**config.mk**
```make
export PLATFORM = sky130hd
export DESIGN_NAME = rht_ctrl
export DESIGN_NICKNAME = d
export VERILOG_FILES = /design/src/hw/rtl/rht_pkg.sv /design/src/hw/rtl/rht_ctrl.sv
export SDC_FILE = /design/constraint.sdc
export NUM_CORES = 1
export LEC_CHECK = 0
export BUFFER_PORTS_ARGS = -buffer_cell sky130_fd_sc_hd__buf_4
export CAP_MARGIN = 20
export CELL_PAD_IN_SITES_DETAIL_PLACEMENT = 1
export CELL_PAD_IN_SITES_GLOBAL_PLACEMENT = 1
export CORE_UTILIZATION = 35
export DETAILED_ROUTE_END_ITERATION = 10
export GPL_TIMING_DRIVEN = 0
export PLACE_DENSITY_LB_ADDON = 0.15
export SYNTH_ARGS = -nofsm -noshare
export SYNTH_HDL_FRONTEND = slang
export SYNTH_SLANG_ARGS = --single-unit
```
**constraint.sdc**
```tcl
create_clock -name clk -period 12.75 [get_ports clk]
set_input_delay 1.275 -clock clk [delete_from_list [all_inputs] [get_ports clk]]
set_output_delay 1.275 -clock clk [all_outputs]
set_load 0.1 [all_outputs]
```
**src/hw/rtl/rht_pkg.sv**
```systemverilog
// ----------------------------------------------------------------------------
// rht_pkg: shared types and constants for the reference-counted handle table
// Request and response structs, operation and status codes, and the fixed
// field widths of handles, counts and generations.
// ----------------------------------------------------------------------------
package rht_pkg;

  localparam int KEY_W      = 64;
  localparam int RES_IN_W   = 32;
  localparam int HANDLE_W   = 24;
  localparam int SLOT_W     = 16;
  localparam int GEN_W      = 8;
  localparam int COUNT_W    = 16;
  localparam int STATUS_W   = 3;
  localparam int KIND_W     = 2;

  localparam logic [COUNT_W-1:0] COUNT_MAX = 16'hFFFF;

  localparam logic [KIND_W-1:0] KIND_ACQUIRE = 2'd0;
  localparam logic [KIND_W-1:0] KIND_RELEASE = 2'd1;
  localparam logic [KIND_W-1:0] KIND_RESOLVE = 2'd2;
  localparam logic [KIND_W-1:0] KIND_QUERY   = 2'd3;

  localparam logic [STATUS_W-1:0] ST_OK         = 3'd0;
  localparam logic [STATUS_W-1:0] ST_BAD_HANDLE = 3'd1;
  localparam logic [STATUS_W-1:0] ST_FULL       = 3'd2;
  localparam logic [STATUS_W-1:0] ST_LOAD_FAIL  = 3'd3;
  localparam logic [STATUS_W-1:0] ST_FREED      = 3'd4;

  typedef struct packed {
    logic [KIND_W-1:0]   kind;
    logic [KEY_W-1:0]    key;
    logic [HANDLE_W-1:0] handle;
    logic                load_ok;
    logic [RES_IN_W-1:0] loaded_resource;
  } cmd_t;

  typedef struct packed {
    logic [STATUS_W-1:0] status;
    logic [HANDLE_W-1:0] handle_out;
    logic [RES_IN_W-1:0] resource_out;
    logic [COUNT_W-1:0]  ref_count;
  } rsp_t;

  // Write enables of the two slot memories.
  typedef struct packed {
    logic meta_we;
    logic res_we;
  } wr_en_t;

endpackage

```
**src/hw/rtl/rht_ctrl.sv**
```systemverilog
// ----------------------------------------------------------------------------
// rht_ctrl: request sequencer
// Clears the metadata after reset, scans the slots for acquires, checks
// handles for the other requests, writes back and holds the response register.
// ----------------------------------------------------------------------------
module rht_ctrl import rht_pkg::*; #(
  parameter int ENTRIES  = 128,
  parameter int KEY_BITS = 64,
  parameter int RES_W    = 32,
  parameter int IDX_W    = 7,
  parameter int META_W   = COUNT_W + GEN_W + KEY_BITS
) (
  input  logic              clk,
  input  logic              rst,
  input  logic              cmd_valid,
  output logic              cmd_stall,
  input  cmd_t              cmd,
  output logic              rsp_valid,
  input  logic              rsp_stall,
  output rsp_t              rsp,
  output logic [IDX_W-1:0]  rd_addr,
  input  logic [META_W-1:0] rd_meta,
  input  logic [RES_W-1:0]  rd_res,
  output wr_en_t            wr_en,
  output logic [IDX_W-1:0]  wr_addr,
  output logic [META_W-1:0] wr_meta,
  output logic [RES_W-1:0]  wr_res
);

  localparam logic [IDX_W-1:0] LAST = IDX_W'(ENTRIES - 1);

  typedef enum logic [2:0] {
    S_CLEAR, S_IDLE, S_SCAN, S_DECIDE, S_WAIT, S_CHECK, S_DONE
  } state_t;

  state_t                state;
  logic [IDX_W-1:0]      addr;
  logic                  issuing;
  logic                  pend_v;
  logic [IDX_W-1:0]      pend_idx;
  logic                  hit_found;
  logic [IDX_W-1:0]      hit_idx;
  logic [COUNT_W-1:0]    hit_count;
  logic [GEN_W-1:0]      hit_gen;
  logic                  free_found;
  logic [IDX_W-1:0]      free_idx;
  logic [GEN_W-1:0]      free_gen;
  logic [KIND_W-1:0]     op_kind;
  logic [KEY_BITS-1:0]   op_key;
  logic [GEN_W-1:0]      op_gen;
  logic                  op_load_ok;
  logic [RES_W-1:0]      op_res;
  logic                  range_ok;
  rsp_t                  result;
  rsp_t                  result_next;

  logic [SLOT_W-1:0]     cmd_slot;
  logic [SLOT_W-1:0]     cmd_slot_m1;
  logic                  cmd_range_ok;
  logic [COUNT_W-1:0]    m_count;
  logic [GEN_W-1:0]      m_gen;
  logic [KEY_BITS-1:0]   m_key;
  logic                  m_live;
  logic                  m_match;
  logic                  handle_ok;
  logic [COUNT_W-1:0]    dec_count;
  logic [COUNT_W-1:0]    inc_count;

  assign cmd_slot     = cmd.handle[SLOT_W-1:0];
  assign cmd_slot_m1  = cmd_slot - SLOT_W'(1);
  assign cmd_range_ok = (cmd_slot != '0) && (32'(cmd_slot_m1) < 32'(ENTRIES));

  assign m_count = rd_meta[META_W-1 -: COUNT_W];
  assign m_gen   = rd_meta[KEY_BITS +: GEN_W];
  assign m_key   = rd_meta[KEY_BITS-1:0];
  assign m_live  = (m_count != '0);
  assign m_match = m_live && (m_key == op_key);

  assign handle_ok = range_ok && (m_gen == op_gen) &&
                     ((op_kind == KIND_QUERY) || m_live);
  assign dec_count = m_count - COUNT_W'(1);
  assign inc_count = (hit_count == COUNT_MAX) ? COUNT_MAX : hit_count + COUNT_W'(1);

  assign cmd_stall = (state != S_IDLE);
  assign rd_addr   = addr;

  always_comb begin
    result_next = '0;
    wr_en       = '0;
    wr_addr     = addr;
    wr_meta     = '0;
    wr_res      = op_res;
    case (state)
      S_CLEAR: begin
        wr_en.meta_we = 1'b1;
      end
      S_DECIDE: begin
        if (hit_found) begin
          wr_en.meta_we          = 1'b1;
          wr_addr                = hit_idx;
          wr_meta                = {inc_count, hit_gen, op_key};
          result_next.handle_out = {hit_gen, SLOT_W'(hit_idx) + SLOT_W'(1)};
          result_next.ref_count  = inc_count;
        end else if (!free_found) begin
          result_next.status = ST_FULL;
        end else if (!op_load_ok) begin
          result_next.status = ST_LOAD_FAIL;
        end else begin
          wr_en.meta_we          = 1'b1;
          wr_en.res_we           = 1'b1;
          wr_addr                = free_idx;
          wr_meta                = {COUNT_W'(1), free_gen, op_key};
          result_next.handle_out = {free_gen, SLOT_W'(free_idx) + SLOT_W'(1)};
          result_next.ref_count  = COUNT_W'(1);
        end
      end
      S_CHECK: begin
        if (!handle_ok) begin
          result_next.status = ST_BAD_HANDLE;
        end else begin
          case (op_kind)
            KIND_RELEASE: begin
              wr_en.meta_we         = 1'b1;
              result_next.ref_count = dec_count;
              if (dec_count == '0) begin
                wr_meta                  = {dec_count, m_gen + GEN_W'(1), m_key};
                result_next.status       = ST_FREED;
                result_next.resource_out = RES_IN_W'(rd_res);
              end else begin
                wr_meta = {dec_count, m_gen, m_key};
              end
            end
            KIND_RESOLVE: begin
              result_next.resource_out = RES_IN_W'(rd_res);
              result_next.ref_count    = m_count;
            end
            KIND_QUERY: begin
              result_next.ref_count = m_count;
            end
            default: begin
              result_next.status = ST_BAD_HANDLE;
            end
          endcase
        end
      end
      default: begin
      end
    endcase
  end

  always_ff @(posedge clk) begin
    if (rst) begin
      state      <= S_CLEAR;
      addr       <= '0;
      issuing    <= 1'b0;
      pend_v     <= 1'b0;
      hit_found  <= 1'b0;
      free_found <= 1'b0;
      rsp_valid  <= 1'b0;
    end else begin
      // The completion state reloads the register itself in this case.
      if (rsp_valid && !rsp_stall && (state != S_DONE)) begin
        rsp_valid <= 1'b0;
      end
      case (state)
        S_CLEAR: begin
          if (addr == LAST) begin
            state <= S_IDLE;
          end else begin
            addr <= addr + IDX_W'(1);
          end
        end
        S_IDLE: begin
          if (cmd_valid) begin
            op_kind    <= cmd.kind;
            op_key     <= cmd.key[KEY_BITS-1:0];
            op_gen     <= cmd.handle[SLOT_W +: GEN_W];
            op_load_ok <= cmd.load_ok;
            op_res     <= cmd.loaded_resource[RES_W-1:0];
            hit_found  <= 1'b0;
            free_found <= 1'b0;
            pend_v     <= 1'b0;
            if (cmd.kind == KIND_ACQUIRE) begin
              addr    <= '0;
              issuing <= 1'b1;
              state   <= S_SCAN;
            end else begin
              addr     <= cmd_range_ok ? cmd_slot_m1[IDX_W-1:0] : '0;
              range_ok <= cmd_range_ok;
              state    <= S_WAIT;
            end
          end
        end
        S_SCAN: begin
          pend_v   <= issuing;
          pend_idx <= addr;
          if (issuing) begin
            if (addr == LAST) begin
              issuing <= 1'b0;
            end else begin
              addr <= addr + IDX_W'(1);
            end
          end
          if (pend_v) begin
            if (!hit_found && m_match) begin
              hit_found <= 1'b1;
              hit_idx   <= pend_idx;
              hit_count <= m_count;
              hit_gen   <= m_gen;
            end
            if (!free_found && !m_live) begin
              free_found <= 1'b1;
              free_idx   <= pend_idx;
              free_gen   <= m_gen;
            end
            if (!issuing) begin
              state <= S_DECIDE;
            end
          end
        end
        S_WAIT: begin
          state <= S_CHECK;
        end
        S_DECIDE, S_CHECK: begin
          result <= result_next;
          state  <= S_DONE;
        end
        S_DONE: begin
          if (!rsp_valid || !rsp_stall) begin
            rsp_valid <= 1'b1;
            rsp       <= result;
            state     <= S_IDLE;
          end
        end
        default: begin
          state <= S_IDLE;
        end
      endcase
    end
  end

  // A request is taken only when nothing else is in flight.
  a_one_in_flight: assert property (@(posedge clk) disable iff (rst)
    (cmd_valid && !cmd_stall) |=> cmd_stall)
    else $error("request accepted while another was in flight");

  // A response appears only out of the completion state.
  a_rsp_from_done: assert property (@(posedge clk) disable iff (rst)
    $rose(rsp_valid) |-> $past(state == S_DONE))
    else $error("response raised outside completion");

  // The memories are never written while waiting for a request.
  a_no_idle_write: assert property (@(posedge clk) disable iff (rst)
    (state == S_IDLE) |-> (!wr_en.meta_we && !wr_en.res_we))
    else $error("slot memory written while idle");

  // A freed slot always reports a count of zero.
  a_freed_zero: assert property (@(posedge clk) disable iff (rst)
    rsp_valid |-> ((rsp.status != ST_FREED) || (rsp.ref_count == '0)))
    else $error("freed slot with nonzero count");

  // Only a successful acquire returns a handle.
  a_handle_only_ok: assert property (@(posedge clk) disable iff (rst)
    (rsp_valid && (rsp.status != ST_OK)) |-> (rsp.handle_out == '0))
    else $error("handle returned with failing status");

endmodule
```
==> summary.txt <==
Outcome
  – Status: finished, final reports clean

CTS
  – Clock transition at the registers of the reported paths: 0.06 ns
  – Clock sink count: 310
  – Clock latency reported for the late side of the worst-skew pair: 0.55 ns
  – CTS tree: built
  – CTS Buffer Depth: 3
  – TritonCTS Buffers: 37
  – # hold bufs at CTS: 0
  – Post-CTS setup buffer count: 0
  – H-tree depth: 2
  – Resized Gates After CTS: 0
  – Clock root buffer: clkbuf_16

Synthesis
  – Biggest area consumer among synthesized cells: edfxtp_1
  – Synth Area in XOR/XNOR: about 6.8%
  – Unique masters post-synth: 70
  – Primary FF master, synth: edfxtp_1
  – Mux cell area share after synthesis: 0.0728%
  – Post-synthesis sequential area ratio: 66.6%
  – Synth area leaders: edfxtp_1 64%, a22o_1 4.3%, xor2_1 3.4%
  – Syn. warnings: 0
  – Number of synthesized register bits: 310
  – Post-synth EDFFs: just under 300
  – Cells after synthesis: 1020
  – Post-Synth Adder-Cell Area: 1.18%
  – Post-synthesis simple-gate area fraction: 10.5%
  – Main combinational cell family by area after synthesis: compound AO/OA/AOI/OAI gates
  – Avg Cell Area, Syn: 13.5 µm²
  – Syn Std Cell Area: about 0.014 mm²
  – Yosys top cell area share: approximately 64%
  – Post-synthesis async set-or-reset flop share: 0%
  – Compound-cell area share of the yosys netlist: 12.4%

Critical path
  – Max FO, Critical Path: 10
  – Critical path buffers and inverters: 5
  – Nature of the critical path endpoint: primary output
  – Top delay family on crit path: simple AND/OR/NAND/NOR gates
  – Worst-path cell chain: buf_4 > inv_1 > ha_1 > or3b_1 > buf_2 > nand2b_4 > or4_4 > o2111ai_2 > nor2_2 > nand2_1 > clkbuf_2 > o21ai_0 > buf_4
  – Crit path required time: 11.48 ns
  – Largest stage delay, worst path: 0.56 ns
  – Critical Path AT: 4.42 ns
  – Slowest library cell on the worst path: or4_4
  – CP startpoint kind: input port
  – Setup CP Type: input port to primary output
  – CP most frequent cell: buf_4

Power
  – PwrDens: 146 mW/mm²
  – Peak VDD IR: 0.152 mV
  – Leakage Power: 7.49 nW
  – Overall Power: 2.80 mW

Floorplanning
  – Die Span X: 200 µm
  – Die height: ~200 µm
  – Initial core utilization: between 30% and 40%
  – I/O pin count: 460
  – Core area: approximately 0.039 mm²
  – Die area: 0.0401 mm²
  – Row cnt: 72

Route
  – Via count: 10600
  – Routed WL per cell: 22.7 µm
  – Final Routed Wirelength: 47.2 mm
  – Routed Antenna Nets: 0
  – Number of DRC markers in iteration 0: around 480
  – DR pass1 iterations: 4
  – Drt drc: 0
  – DR vias/cell: 5.10

Timing
  – Relative slew slack: 43.4%
  – Setup TNS: 0 ns
  – Setup-failing EPs final: 0
  – Worst-margin pin slew: 0.849 ns
  – RSZ-0062 raised after global routing: false
  – Slew Limit Fails: 0
  – Setup WS post-layout: between 7 and 8 ns
  – Fmax: 176 MHz
  – Hold slack: 0.413 ns
  – Final Cycle Share: 44.7%
  – Clk_skew: 0.0189 ns
  – Fin crit period: 5.70 ns
  – Final Hold Viols: 0

Global route
  – Largest net degree at the start of global routing: 33
  – Global-route wire length before repair: ~70 mm
  – Initial antenna violation count: 3
  – Grt ovf: 0
  – Gr usage total: about a quarter
  – Number of global-route vias before repair: 11300

Hold path
  – Hold WC Path Type: flip-flop to flip-flop

Placement
  – Inst Count DP: 2016
  – Pre-CTS WS: 6.91 ns
  – IO buf count: 451
  – Area after DPL: 0.0181 mm²
  – Detailed placer's ending HPWL: 36.9 mm
  – GP Congestion: 0.876

Final layout
  – Antenna diodes: 0
  – Ratio of cells with drive above 1 in the final layout: 36.1%
  – Fin nets: between 1500 and 2000
  – Non-Filler Cell Area, Final: roughly 0.019 mm²
  – Fillers: 4064
  – Commonest cells after routing, fill and taps aside: 469 x buf_4, 295 x edfxtp_1, 71 x o21ai_0, 67 x a22o_1, 54 x xor2_1
  – Area growth syn-to-layout: 40.0%
  – Layout Cells excl Fill: roughly 2100
  – Commonest non-fill, non-tap cell in the layout: buf_4
  – Fin util: approximately half

Job
  – Max-Cap Viols: 0
## final cells by class
cell class	count	area, µm²	share of cell area (%)
multi-input combinational	644	4310	22.4
clock buffer	45	956	4.97
clock inverter	20	179	0.930
timing repair buffer	472	3650	19.0
tap	518	648	3.37
sequential	310	9160	47.6
inverter	29	109	0.566
buffer	44	230	1.20
## cell usage after synthesis (3+ instances only)
| library cell | number |
|---|---|
| buf_6 | 3 |
| edfxtp_1 | 295 |
| a2bb2oi_1 | 4 |
| and2_0 | 3 |
| clkbuf_1 | 21 |
| nand3_1 | 25 |
| and2_1 | 31 |
| o21ai_0 | 71 |
| nand4_1 | 20 |
| nand3b_1 | 3 |
| a21oi_1 | 31 |
| a22o_1 | 67 |
| nor3_1 | 19 |
| buf_2 | 8 |
| xor2_1 | 54 |
| nor2_1 | 49 |
| o2bb2ai_1 | 3 |
| xnor2_1 | 52 |
| a21o_1 | 13 |
| nor4_1 | 19 |
| dfxtp_1 | 15 |
| or3_1 | 7 |
| nand2_1 | 47 |
| nor3b_1 | 3 |
| a31oi_1 | 8 |
| o22ai_1 | 10 |
| a22oi_1 | 13 |
| and3_1 | 9 |
| o211ai_1 | 4 |
| nor2b_1 | 9 |
| nand2b_1 | 5 |
| or4_1 | 3 |
| buf_4 | 8 |
| ha_1 | 13 |
| inv_1 | 27 |
## worst paths after layout
check	startpoint	end	slack [ns]	cells after the start
worst min-delay path	result[10]	rsp[10]	0.41	0
worst max register to register	state[0]	result[11]	9.12	8
worst min register to register	result[10]	rsp[10]	0.41	0
worst max-delay path	rd_meta[72]	wr_meta[26]	7.05	13
## worst register-to-register path, stage by stage, from the launching register on
cell and delay, ns:
dfxtp_1 0.41, clkbuf_1 0.41, nand3b_1 0.22, clkbuf_1 0.33, nor2_1 0.44, clkbuf_1 0.59
clkbuf_1 0.56, o21ai_0 0.30, o21ai_0 0.19
## where the power goes
group          internal, mW  switching, mW  leakage [nW]  total, mW
combinational         0.170          0.427          4.13      0.596
clock                 0.578          0.423         0.558       1.00
sequential             1.16         0.0455          2.80       1.21
total                  1.91          0.896          7.49       2.80
## state kept, by name (all words and copies together), names as in the netlist, 3 cells and up
name	flops
hit_count	16
op_gen	8
free_idx	7
state	3
result	67
hit_gen	8
op_key	64
wr_res	32
pend_idx	7
rsp	67
rd_addr	7
hit_idx	7
free_gen	8
## logic make-up (layout without fill, tap and decap cells)
logic type,Yosys count,count (layout)
AOI/OAI and AO/OA,248,248
and+or+nand+nor,268,268
xor gates and xnor gates,106,106
DFF,310,310
muxes,1,1
adders and majority gates,13,13
buffers and inverters,73,610
other,1,8
## per-layer routing
metal,wire length (µm),GRT usage (%),up-vias
li1,-,-,4939
met1,17600,25.7,5218
met2,24200,41.5,367
met3,3600,7.39,93
met4,1840,10.2,6
met5,52,0,-
Power figures use the tool's default switching activity.
